--- src/sv/sha_pkg.sv ---
// Shared constants and functions for the SHA-256/224 engine.
// No dependencies.
`default_nettype none
package sha_pkg;
    localparam int WordW = 32;
    localparam int TotalW = 61;

    function automatic logic [31:0] iv_word(input logic m224, input logic [2:0] i);
        logic [31:0] r;
        begin
            r = 32'h0;
            if (m224) begin
                unique case (i)
                    3'd0: r = 32'hC1059ED8; 3'd1: r = 32'h367CD507;
                    3'd2: r = 32'h3070DD17; 3'd3: r = 32'hF70E5939;
                    3'd4: r = 32'hFFC00B31; 3'd5: r = 32'h68581511;
                    3'd6: r = 32'h64F98FA7; default: r = 32'hBEFA4FA4;
                endcase
            end else begin
                unique case (i)
                    3'd0: r = 32'h6A09E667; 3'd1: r = 32'hBB67AE85;
                    3'd2: r = 32'h3C6EF372; 3'd3: r = 32'hA54FF53A;
                    3'd4: r = 32'h510E527F; 3'd5: r = 32'h9B05688C;
                    3'd6: r = 32'h1F83D9AB; default: r = 32'h5BE0CD19;
                endcase
            end
            return r;
        end
    endfunction

    localparam logic [31:0] RoundK [64] = '{
        32'h428A2F98, 32'h71374491, 32'hB5C0FBCF, 32'hE9B5DBA5, 32'h3956C25B, 32'h59F111F1,
        32'h923F82A4, 32'hAB1C5ED5, 32'hD807AA98, 32'h12835B01, 32'h243185BE, 32'h550C7DC3,
        32'h72BE5D74, 32'h80DEB1FE, 32'h9BDC06A7, 32'hC19BF174, 32'hE49B69C1, 32'hEFBE4786,
        32'h0FC19DC6, 32'h240CA1CC, 32'h2DE92C6F, 32'h4A7484AA, 32'h5CB0A9DC, 32'h76F988DA,
        32'h983E5152, 32'hA831C66D, 32'hB00327C8, 32'hBF597FC7, 32'hC6E00BF3, 32'hD5A79147,
        32'h06CA6351, 32'h14292967, 32'h27B70A85, 32'h2E1B2138, 32'h4D2C6DFC, 32'h53380D13,
        32'h650A7354, 32'h766A0ABB, 32'h81C2C92E, 32'h92722C85, 32'hA2BFE8A1, 32'hA81A664B,
        32'hC24B8B70, 32'hC76C51A3, 32'hD192E819, 32'hD6990624, 32'hF40E3585, 32'h106AA070,
        32'h19A4C116, 32'h1E376C08, 32'h2748774C, 32'h34B0BCB5, 32'h391C0CB3, 32'h4ED8AA4A,
        32'h5B9CCA4F, 32'h682E6FF3, 32'h748F82EE, 32'h78A5636F, 32'h84C87814, 32'h8CC70208,
        32'h90BEFFFA, 32'hA4506CEB, 32'hBEF9A3F7, 32'hC67178F2
    };
endpackage
`default_nettype wire

--- src/sv/sha_buf_mem.sv ---
// Block buffer memory: 16 message words, synchronous write and registered read.
// Depends on sha_pkg.
`default_nettype none
module sha_buf_mem (
    input  wire logic                    aclk,
    input  wire logic                    wr_en,
    input  wire logic [3:0]              wr_addr,
    input  wire logic [sha_pkg::WordW-1:0] wr_data,
    input  wire logic [3:0]              rd_addr,
    output logic      [sha_pkg::WordW-1:0] rd_data
);
    import sha_pkg::*;
    logic [WordW-1:0] mem [16];
    always_ff @(posedge aclk) begin
        if (wr_en) begin
            mem[wr_addr] <= wr_data;
        end
        rd_data <= mem[rd_addr];
    end
endmodule
`default_nettype wire

--- src/sv/sha_compress.sv ---
// Compression unit: one SHA-256 round per cycle over 64 rounds, message schedule
// kept in a 16-word sliding window, chain add in the top. Depends on sha_pkg.
`default_nettype none
module sha_compress (
    input  wire logic                    aclk,
    input  wire logic                    aresetn,
    input  wire logic                    start,
    input  wire logic [255:0]            chain_in,
    output logic      [3:0]              rd_addr,
    input  wire logic [sha_pkg::WordW-1:0] rd_data,
    output logic      [255:0]            chain_out,
    output logic                         done
);
    import sha_pkg::*;
    typedef enum logic [2:0] {
        C_IDLE = 3'b001, C_LOAD = 3'b010, C_RUN = 3'b100
    } cst_t;

    cst_t        st_reg, st_next;
    logic [6:0]  cnt_reg, cnt_next;
    logic        done_reg;
    logic [31:0] w_reg [16];
    logic [31:0] v_reg [8];
    logic [31:0] wt, s0, s1, ch, mj, t1, t2;
    logic [31:0] a, e;
    logic        load_word;

    function automatic logic [31:0] rotr(input logic [31:0] x, input int n);
        return (x >> n) | (x << (32 - n));
    endfunction

    assign rd_addr = cnt_reg[3:0];
    assign a = v_reg[0];
    assign e = v_reg[4];
    assign s0 = rotr(w_reg[1], 7) ^ rotr(w_reg[1], 18) ^ (w_reg[1] >> 3);
    assign s1 = rotr(w_reg[14], 17) ^ rotr(w_reg[14], 19) ^ (w_reg[14] >> 10);
    assign wt = w_reg[0];
    assign ch = v_reg[6] ^ (e & (v_reg[5] ^ v_reg[6]));
    assign mj = (a & v_reg[1]) | (v_reg[2] & (a | v_reg[1]));
    assign t1 = v_reg[7] + (rotr(e, 6) ^ rotr(e, 11) ^ rotr(e, 25)) + ch
              + RoundK[cnt_reg[5:0]] + wt;
    assign t2 = (rotr(a, 2) ^ rotr(a, 13) ^ rotr(a, 22)) + mj;
    assign load_word = (st_reg == C_LOAD);
    assign done = done_reg;

    always_comb begin
        st_next = st_reg;
        cnt_next = cnt_reg;
        unique case (st_reg)
            C_IDLE: begin
                cnt_next = 7'd0;
                if (start) begin
                    st_next = C_LOAD;
                    cnt_next = 7'd1;
                end
            end
            C_LOAD: begin
                cnt_next = cnt_reg + 7'd1;
                if (cnt_reg == 7'd16) begin
                    st_next = C_RUN;
                    cnt_next = 7'd0;
                end
            end
            C_RUN: begin
                cnt_next = cnt_reg + 7'd1;
                if (cnt_reg == 7'd63) begin
                    st_next = C_IDLE;
                end
            end
            default: st_next = C_IDLE;
        endcase
    end

    always_ff @(posedge aclk) begin
        if (!aresetn) begin
            st_reg <= C_IDLE;
            cnt_reg <= 7'd0;
            done_reg <= 1'b0;
        end else begin
            st_reg <= st_next;
            cnt_reg <= cnt_next;
            done_reg <= (st_reg == C_RUN) && (cnt_reg == 7'd63);
        end
    end

    always_ff @(posedge aclk) begin
        if (st_reg == C_IDLE && start) begin
            for (int i = 0; i < 8; i++) begin
                v_reg[i] <= chain_in[i*32 +: 32];
            end
        end
        if (load_word) begin
            for (int i = 0; i < 15; i++) begin
                w_reg[i] <= w_reg[i+1];
            end
            w_reg[15] <= rd_data;
        end else if (st_reg == C_RUN) begin
            for (int i = 0; i < 15; i++) begin
                w_reg[i] <= w_reg[i+1];
            end
            w_reg[15] <= s1 + w_reg[9] + s0 + w_reg[0];
            v_reg[7] <= v_reg[6]; v_reg[6] <= v_reg[5]; v_reg[5] <= v_reg[4];
            v_reg[4] <= v_reg[3] + t1;
            v_reg[3] <= v_reg[2]; v_reg[2] <= v_reg[1]; v_reg[1] <= v_reg[0];
            v_reg[0] <= t1 + t2;
        end
    end

    always_comb begin
        for (int i = 0; i < 8; i++) begin
            chain_out[i*32 +: 32] = v_reg[i];
        end
    end
endmodule
`default_nettype wire

--- src/sv/sha256_hash_engine.sv ---
// SHA-256/SHA-224 engine. A non-final word does not stall input, but the word that
// fills a block stalls it while the block is compressed (16-word buffer read plus
// 64 rounds on one round unit, then chain add). A final word costs one or two block
// compressions plus 8 (or 7) digest transfers. Mode writes restart the message.
`default_nettype none
module sha256_hash_engine (
    input  wire logic        aclk,
    input  wire logic        aresetn,
    input  wire logic        s_tvalid,
    output logic             s_tready,
    input  wire logic [39:0] s_tdata,   // message_word[31:0], byte_count[34:32], pad
    input  wire logic        s_tlast,   // final_item
    output logic             m_tvalid,
    input  wire logic        m_tready,
    output logic      [39:0] m_tdata,   // digest_word[31:0], word_index[34:32], pad
    output logic             m_tlast,   // last_word
    input  wire logic        cfg_valid,
    output logic             cfg_ready,
    input  wire logic        cfg_data   // mode_sha224
);
    import sha_pkg::*;
    typedef enum logic [6:0] {
        S_IN = 7'b0000001, S_CMP = 7'b0000010, S_PADW = 7'b0000100,
        S_ZERO = 7'b0001000, S_LEN = 7'b0010000, S_FCMP = 7'b0100000,
        S_OUT = 7'b1000000
    } st_t;

    st_t          st_reg, st_next;
    logic         mode_reg;
    logic [TotalW-1:0] total_reg, total_next;
    logic [3:0]   pos_reg, pos_next;
    logic [255:0] h_reg;
    logic         start_reg;
    logic         fin2_reg;     // block with length still to come
    logic [2:0]   oidx_reg;
    logic         wr_en;
    logic [3:0]   wr_addr, rd_addr;
    logic [31:0]  wr_data, rd_data;
    logic [255:0] cout;
    logic         cdone;
    logic [31:0]  word, keep;
    logic [2:0]   cnt;
    logic [63:0]  bits;
    logic [255:0] h_sum;
    logic         in_fire;

    assign word = s_tdata[31:0];
    assign cnt = (s_tdata[34:32] > 3'd4) ? 3'd4 : s_tdata[34:32];
    assign in_fire = s_tvalid && s_tready;
    assign s_tready = (st_reg == S_IN);
    assign cfg_ready = (st_reg == S_IN);
    assign bits = {total_reg, 3'b000};

    always_comb begin
        unique case (cnt)
            3'd0: keep = 32'h00000080 << 24;
            3'd1: keep = (word & 32'hFF000000) | 32'h00800000;
            3'd2: keep = (word & 32'hFFFF0000) | 32'h00008000;
            3'd3: keep = (word & 32'hFFFFFF00) | 32'h00000080;
            default: keep = word;
        endcase
    end

    always_comb begin
        for (int i = 0; i < 8; i++) begin
            h_sum[i*32 +: 32] = h_reg[i*32 +: 32] + cout[i*32 +: 32];
        end
    end

    sha_buf_mem u_mem (
        .aclk(aclk), .wr_en(wr_en), .wr_addr(wr_addr), .wr_data(wr_data),
        .rd_addr(rd_addr), .rd_data(rd_data)
    );

    sha_compress u_cmp (
        .aclk(aclk), .aresetn(aresetn), .start(start_reg), .chain_in(h_reg),
        .rd_addr(rd_addr), .rd_data(rd_data), .chain_out(cout), .done(cdone)
    );

    always_comb begin
        st_next = st_reg;
        pos_next = pos_reg;
        total_next = total_reg;
        wr_en = 1'b0;
        wr_addr = pos_reg;
        wr_data = 32'h0;
        unique case (st_reg)
            S_IN: begin
                if (in_fire) begin
                    wr_en = 1'b1;
                    pos_next = pos_reg + 4'd1;
                    if (!s_tlast) begin
                        wr_data = word;
                        total_next = total_reg + TotalW'(4);
                        if (pos_reg == 4'd15) begin
                            st_next = S_CMP;
                        end
                    end else begin
                        wr_data = keep;
                        total_next = total_reg + TotalW'(cnt);
                        if (cnt == 3'd4) begin
                            st_next = (pos_reg == 4'd15) ? S_CMP : S_PADW;
                        end else begin
                            st_next = (pos_reg == 4'd15) ? S_FCMP : S_ZERO;
                        end
                    end
                end
            end
            S_CMP: if (cdone) st_next = fin2_reg ? S_PADW : S_IN;
            S_PADW: begin
                wr_en = 1'b1;
                wr_data = 32'h80000000;
                pos_next = pos_reg + 4'd1;
                st_next = (pos_reg == 4'd15) ? S_FCMP : S_ZERO;
            end
            S_ZERO: begin
                if (pos_reg == 4'd14) begin
                    st_next = S_LEN;
                end else begin
                    wr_en = 1'b1;
                    pos_next = pos_reg + 4'd1;
                    if (pos_reg == 4'd15) begin
                        st_next = S_FCMP;
                    end
                end
            end
            S_LEN: begin
                wr_en = 1'b1;
                wr_data = pos_reg[0] ? bits[31:0] : bits[63:32];
                pos_next = pos_reg + 4'd1;
                if (pos_reg == 4'd15) begin
                    st_next = S_FCMP;
                end
            end
            S_FCMP: if (cdone) st_next = fin2_reg ? S_ZERO : S_OUT;
            S_OUT: begin
                if (m_tready && m_tlast) begin
                    st_next = S_IN;
                    total_next = '0;
                    pos_next = 4'd0;
                end
            end
            default: st_next = S_IN;
        endcase
        if (st_reg == S_IN && cfg_valid) begin
            total_next = '0;
            pos_next = 4'd0;
        end
    end

    always_ff @(posedge aclk) begin
        if (!aresetn) begin
            st_reg <= S_IN;
            mode_reg <= 1'b0;
            total_reg <= '0;
            pos_reg <= 4'd0;
            start_reg <= 1'b0;
            fin2_reg <= 1'b0;
            oidx_reg <= 3'd0;
            for (int i = 0; i < 8; i++) h_reg[i*32 +: 32] <= iv_word(1'b0, 3'(i));
        end else begin
            st_reg <= st_next;
            total_reg <= total_next;
            pos_reg <= pos_next;
            start_reg <= (st_reg != S_CMP && st_next == S_CMP)
                      || (st_reg != S_FCMP && st_next == S_FCMP);
            if (cfg_valid && cfg_ready) begin
                mode_reg <= cfg_data;
                for (int i = 0; i < 8; i++) h_reg[i*32 +: 32] <= iv_word(cfg_data, 3'(i));
            end
            priority if (in_fire) begin
                fin2_reg <= s_tlast && pos_reg == 4'd15;
            end else if (st_reg == S_CMP && cdone) begin
                fin2_reg <= 1'b0;
            end else if ((st_reg == S_PADW || st_reg == S_ZERO) && pos_reg == 4'd15) begin
                fin2_reg <= 1'b1;
            end else if (st_reg == S_FCMP && cdone) begin
                fin2_reg <= 1'b0;
            end else begin
                fin2_reg <= fin2_reg;
            end
            if (cdone) begin
                h_reg <= h_sum;
            end
            if (st_reg == S_OUT && m_tready) begin
                if (m_tlast) begin
                    oidx_reg <= 3'd0;
                    for (int i = 0; i < 8; i++) h_reg[i*32 +: 32] <= iv_word(mode_reg, 3'(i));
                end else begin
                    oidx_reg <= oidx_reg + 3'd1;
                end
            end
        end
    end

    assign m_tvalid = (st_reg == S_OUT);
    assign m_tdata = {5'd0, oidx_reg, h_reg[oidx_reg*32 +: 32]};
    assign m_tlast = mode_reg ? (oidx_reg == 3'd6) : (oidx_reg == 3'd7);
endmodule
`default_nettype wire

--- config.mk ---
export PLATFORM = sky130hd
export DESIGN_NAME = sha256_hash_engine
export DESIGN_NICKNAME = d
export VERILOG_FILES = /design/src/sv/sha_pkg.sv /design/src/sv/sha_buf_mem.sv /design/src/sv/sha_compress.sv /design/src/sv/sha256_hash_engine.sv
export SDC_FILE = /design/constraint.sdc
export NUM_CORES = 2
export LEC_CHECK = 0
export BUFFER_PORTS_ARGS = -buffer_cell sky130_fd_sc_hd__buf_2
export CAP_MARGIN = 20
export CORE_UTILIZATION = 38
export DETAILED_ROUTE_END_ITERATION = 8
export PLACE_DENSITY = 0.59
export SYNTH_ARGS = -nofsm -noshare
export SYNTH_HDL_FRONTEND = slang
export SYNTH_SLANG_ARGS = --single-unit
--- constraint.sdc ---
create_clock -name aclk -period 32.3 [get_ports aclk]
set_input_delay 3.23 -clock aclk [delete_from_list [all_inputs] [get_ports aclk]]
set_output_delay 3.23 -clock aclk [all_outputs]
set_load 0.01 [all_outputs]
==> impl_metrics.env <==
export IMPL_outcome="finished, final reports clean"
export IMPL_p_sw_frac=0.241
export IMPL_internal_power_mw=3.65
export IMPL_area_delta_synth_final_pct=11.4
export IMPL_relSlewSlack=0.174
export IMPL_cp_data_arrival_time_ps=11770
export IMPL_worst_clock_skew_ps=90.0
export IMPL_cts_resized_gates=0
export IMPL_ctsHoldBuffers=0
export IMPL_wl_per_cell_um=25.2
export IMPL_seq_power_share=0.489
export IMPL_ys_async_sr_fraction=0
export IMPL_seq_area_frac_synth=0.511
export IMPL_instances_no_fill=11100
export IMPL_tritoncts="built"
export IMPL_final_common_cell="edfxtp_1"
export IMPL_pin_count=91
export IMPL_slowest_stage="o41ai_2"
export IMPL_grt_pass1_wl_um=411000
export IMPL_drive_gt1_frac=0.110
export IMPL_rsz0062_at_grt="false"
export IMPL_leakage_nw=37.4
export IMPL_h_tree_depth=4
export IMPL_place_congestion=0.946
export IMPL_cts_setup_buffers=0
export IMPL_crit_fanout=42
export IMPL_vdd_drop_max_mv=0.0559
export IMPL_hold_path_class="reg2reg"
export IMPL_critPathMostFrequentCell="fa_1"
export IMPL_comb_power_share=0.075
export IMPL_synth_main_ff_cell="edfxtp_1"
export IMPL_powerDensity_nw_per_um2=48.0
export IMPL_antenna_found_initial=8
export IMPL_vias=63300
export IMPL_fp_row_count=178
export IMPL_mostFrequentLayoutCells="edfxtp_1, nand2_1, a21oi_1"
export IMPL_p_clk_frac=0.436
export IMPL_drc=0
export IMPL_drt_wl_total_um=281000
export IMPL_track_usage=0.233
export IMPL_regArea_um2=46000
export IMPL_die_x_um=489
export IMPL_nets=8487
export IMPL_startpoint_type="flop"
export IMPL_cp_required_ps=32820
export IMPL_path_buf_inv=5
export IMPL_post_route_period_util=0.348
export IMPL_pre_cts_ws_ps=21480
export IMPL_critPathTopFamily="compound AO/OA/AOI/OAI gates"
export IMPL_final_setup_viol_count=0
export IMPL_die_area_um2=239000
export IMPL_grt_pass1_vias=61100
export IMPL_worstMarginPinSlew_ps=1230
export IMPL_core_area_um2=235000
export IMPL_start_util=0.382
export IMPL_clockBufferDepth=3
export IMPL_clk_latency_ps=860
export IMPL_synth_cell_types=110
export IMPL_yosysWarnings=0
export IMPL_fin_tns_setup_ps=0
export IMPL_syn_area_um2=90000
export IMPL_p_sw_mw=1.16
export IMPL_dp_cells=10800
export IMPL_synthCells=7852
export IMPL_clock_sinks=1657
export IMPL_drtIter0Drc=6966
export IMPL_crit_type="reg2reg"
export IMPL_cts_buffers=181
export IMPL_synth_edf_count=1280
export IMPL_hold_violations=0
export IMPL_fmax_mhz=88.9
export IMPL_synth_seq_cells=1657
export IMPL_worst_slack_ps=21060
export IMPL_clk_root_buffer_cell="clkbuf_16"
export IMPL_grt_overflow=0
export IMPL_fp_dieH_um=489
export IMPL_ant_nets=0
export IMPL_numPortBuffers=80
export IMPL_whs_ps=394
export IMPL_avgSynthCellArea_um2=11.5
export IMPL_via_per_inst=5.68
export IMPL_place_hpwl_um=194000
export IMPL_drv_slew=0
export IMPL_multi_input_area_um2=41800
export IMPL_cap_violations=0
export IMPL_grt_max_degree=146
export IMPL_fillCellCount=21900
export IMPL_end_kind="flop"
export IMPL_clkTransAtPathRegs_ps=60
export IMPL_place_area_um2=94200
export IMPL_critical_path_max_stage_delay_ps=980
export IMPL_stdcell_area_um2=100000
export IMPL_dr_pass1_iters=8
export IMPL_min_period_ps=11240
==> worst register-to-register path, delay by kind of cell, from the launching register on <==
family	cells	cell delay, ps
fa+ha+maj	7	3100
compound gates	12	4060
simple gates	5	850
flops	1	850
buf+inv	5	1220
xor+xnor	3	860
==> kinds of logic after synthesis <==
| logic type | count (synthesis) | share of synthesized area |
|---|---|---|
| XOR/XNOR | 615 | 0.0598 |
| other | 1 | 0.0000417 |
| AND/OR/NAND/NOR | 2134 | 0.105 |
| adder cells (fa/ha/maj) | 625 | 0.102 |
| buffers and inverters | 673 | 0.0284 |
| flip-flops | 1657 | 0.511 |
| AO/OA/AOI/OAI | 1808 | 0.123 |
| multiplexers | 339 | 0.0704 |
==> power by group through the flow <==
| stage | sequential [mW] | combinational, mW | clock [mW] |
|---|---|---|---|
| 5_1_grt | 2.36 | 0.389 | 2.22 |
| 3_3_place_gp | 2.40 | 0.344 | 0 |
| 6_report | 2.35 | 0.360 | 2.10 |
| 3_5_place_dp | 2.40 | 0.352 | 0 |
| 4_1_cts | 2.35 | 0.355 | 2.14 |
| 2_1_floorplan | 2.39 | 0.240 | 0 |
==> through the flow <==
| step | util | total power, mW |
|---|---|---|
| final | 0.426 | 4.81 |
| after global routing | 0.426 | 4.97 |
| after CTS | 0.426 | 4.85 |
| after detailed placement | 0.400 | 2.75 |
| after global placement | 0.400 | 2.74 |
| after floorplan | - | 2.63 |
==> Yosys cell counts, types with 9 or more instances <==
| library cell | n | share of area |
|---|---|---|
| o22ai_1 | 14 | 0.00097 |
| o221ai_1 | 11 | 0.0011 |
| a21o_1 | 164 | 0.014 |
| dfxtp_1 | 377 | 0.084 |
| buf_1 | 44 | 0.0018 |
| o21ai_1 | 50 | 0.0028 |
| mux2_2 | 63 | 0.0079 |
| o31ai_1 | 46 | 0.0038 |
| and2_1 | 29 | 0.0020 |
| clkbuf_1 | 355 | 0.015 |
| nand2b_1 | 68 | 0.0047 |
| xnor2_1 | 416 | 0.040 |
| a21oi_1 | 555 | 0.031 |
| a311oi_1 | 13 | 0.0013 |
| o21ai_0 | 484 | 0.027 |
| a211o_1 | 14 | 0.0014 |
| nand3b_1 | 9 | 0.00075 |
| nor2_1 | 448 | 0.019 |
| xor2_1 | 199 | 0.019 |
| nor3_1 | 80 | 0.0044 |
| nor2b_1 | 49 | 0.0034 |
| o21a_1 | 66 | 0.0055 |
| fa_1 | 196 | 0.044 |
| mux4_2 | 229 | 0.057 |
| maj3_1 | 30 | 0.0033 |
| ha_1 | 399 | 0.055 |
| inv_1 | 260 | 0.011 |
| or2_2 | 13 | 0.00090 |
| a22oi_1 | 9 | 0.00075 |
| and3_1 | 70 | 0.0049 |
| o21bai_1 | 35 | 0.0029 |
| o211ai_1 | 62 | 0.0052 |
| or3_1 | 58 | 0.0040 |
| nand2_1 | 1093 | 0.046 |
| a221oi_1 | 9 | 0.00088 |
| and4_1 | 15 | 0.0015 |
| nand4_1 | 31 | 0.0022 |
| a31oi_1 | 89 | 0.0062 |
| nand3_1 | 118 | 0.0066 |
| edfxtp_1 | 1280 | 0.43 |
| a211oi_1 | 67 | 0.0056 |
| mux2i_1 | 47 | 0.0052 |
==> cell type report <==
class	instances	area share
antenna	4	0.0000999
timing repair buffer	215	0.0146
multi-input combinational	5526	0.417
tap	3150	0.0393
clock buffer	246	0.0500
sequential	1657	0.459
clock inverter	85	0.0104
inverter	264	0.00994
==> layer usage <==
metal	track usage	vias up	share of wire
met5	0	-	0.000046
met4	0.0762	2	0.033
met3	0.0382	447	0.075
met2	0.362	2413	0.45
met1	0.328	31800	0.44
li1	-	28700	-
==> path summary, 6_finish.rpt <==
kind | startpoint | depth (start not counted) | slack (ps) | to
setup / recovery | u_cmp.cnt_reg[0]$_SDFFE_PN0P_ | 32 | 21060 | u_cmp.v_reg[0][31]$_DFFE_PP_
hold / removal | u_cmp.w_reg[0][106]$_DFFE_PP_ | 0 | 390 | u_cmp.w_reg[0][74]$_DFFE_PP_
setup reg to reg | u_cmp.cnt_reg[0]$_SDFFE_PN0P_ | 32 | 21060 | u_cmp.v_reg[0][31]$_DFFE_PP_
hold reg to reg | u_cmp.w_reg[0][106]$_DFFE_PP_ | 0 | 390 | u_cmp.w_reg[0][74]$_DFFE_PP_
Note: power is estimated with default switching activity, not from simulation.
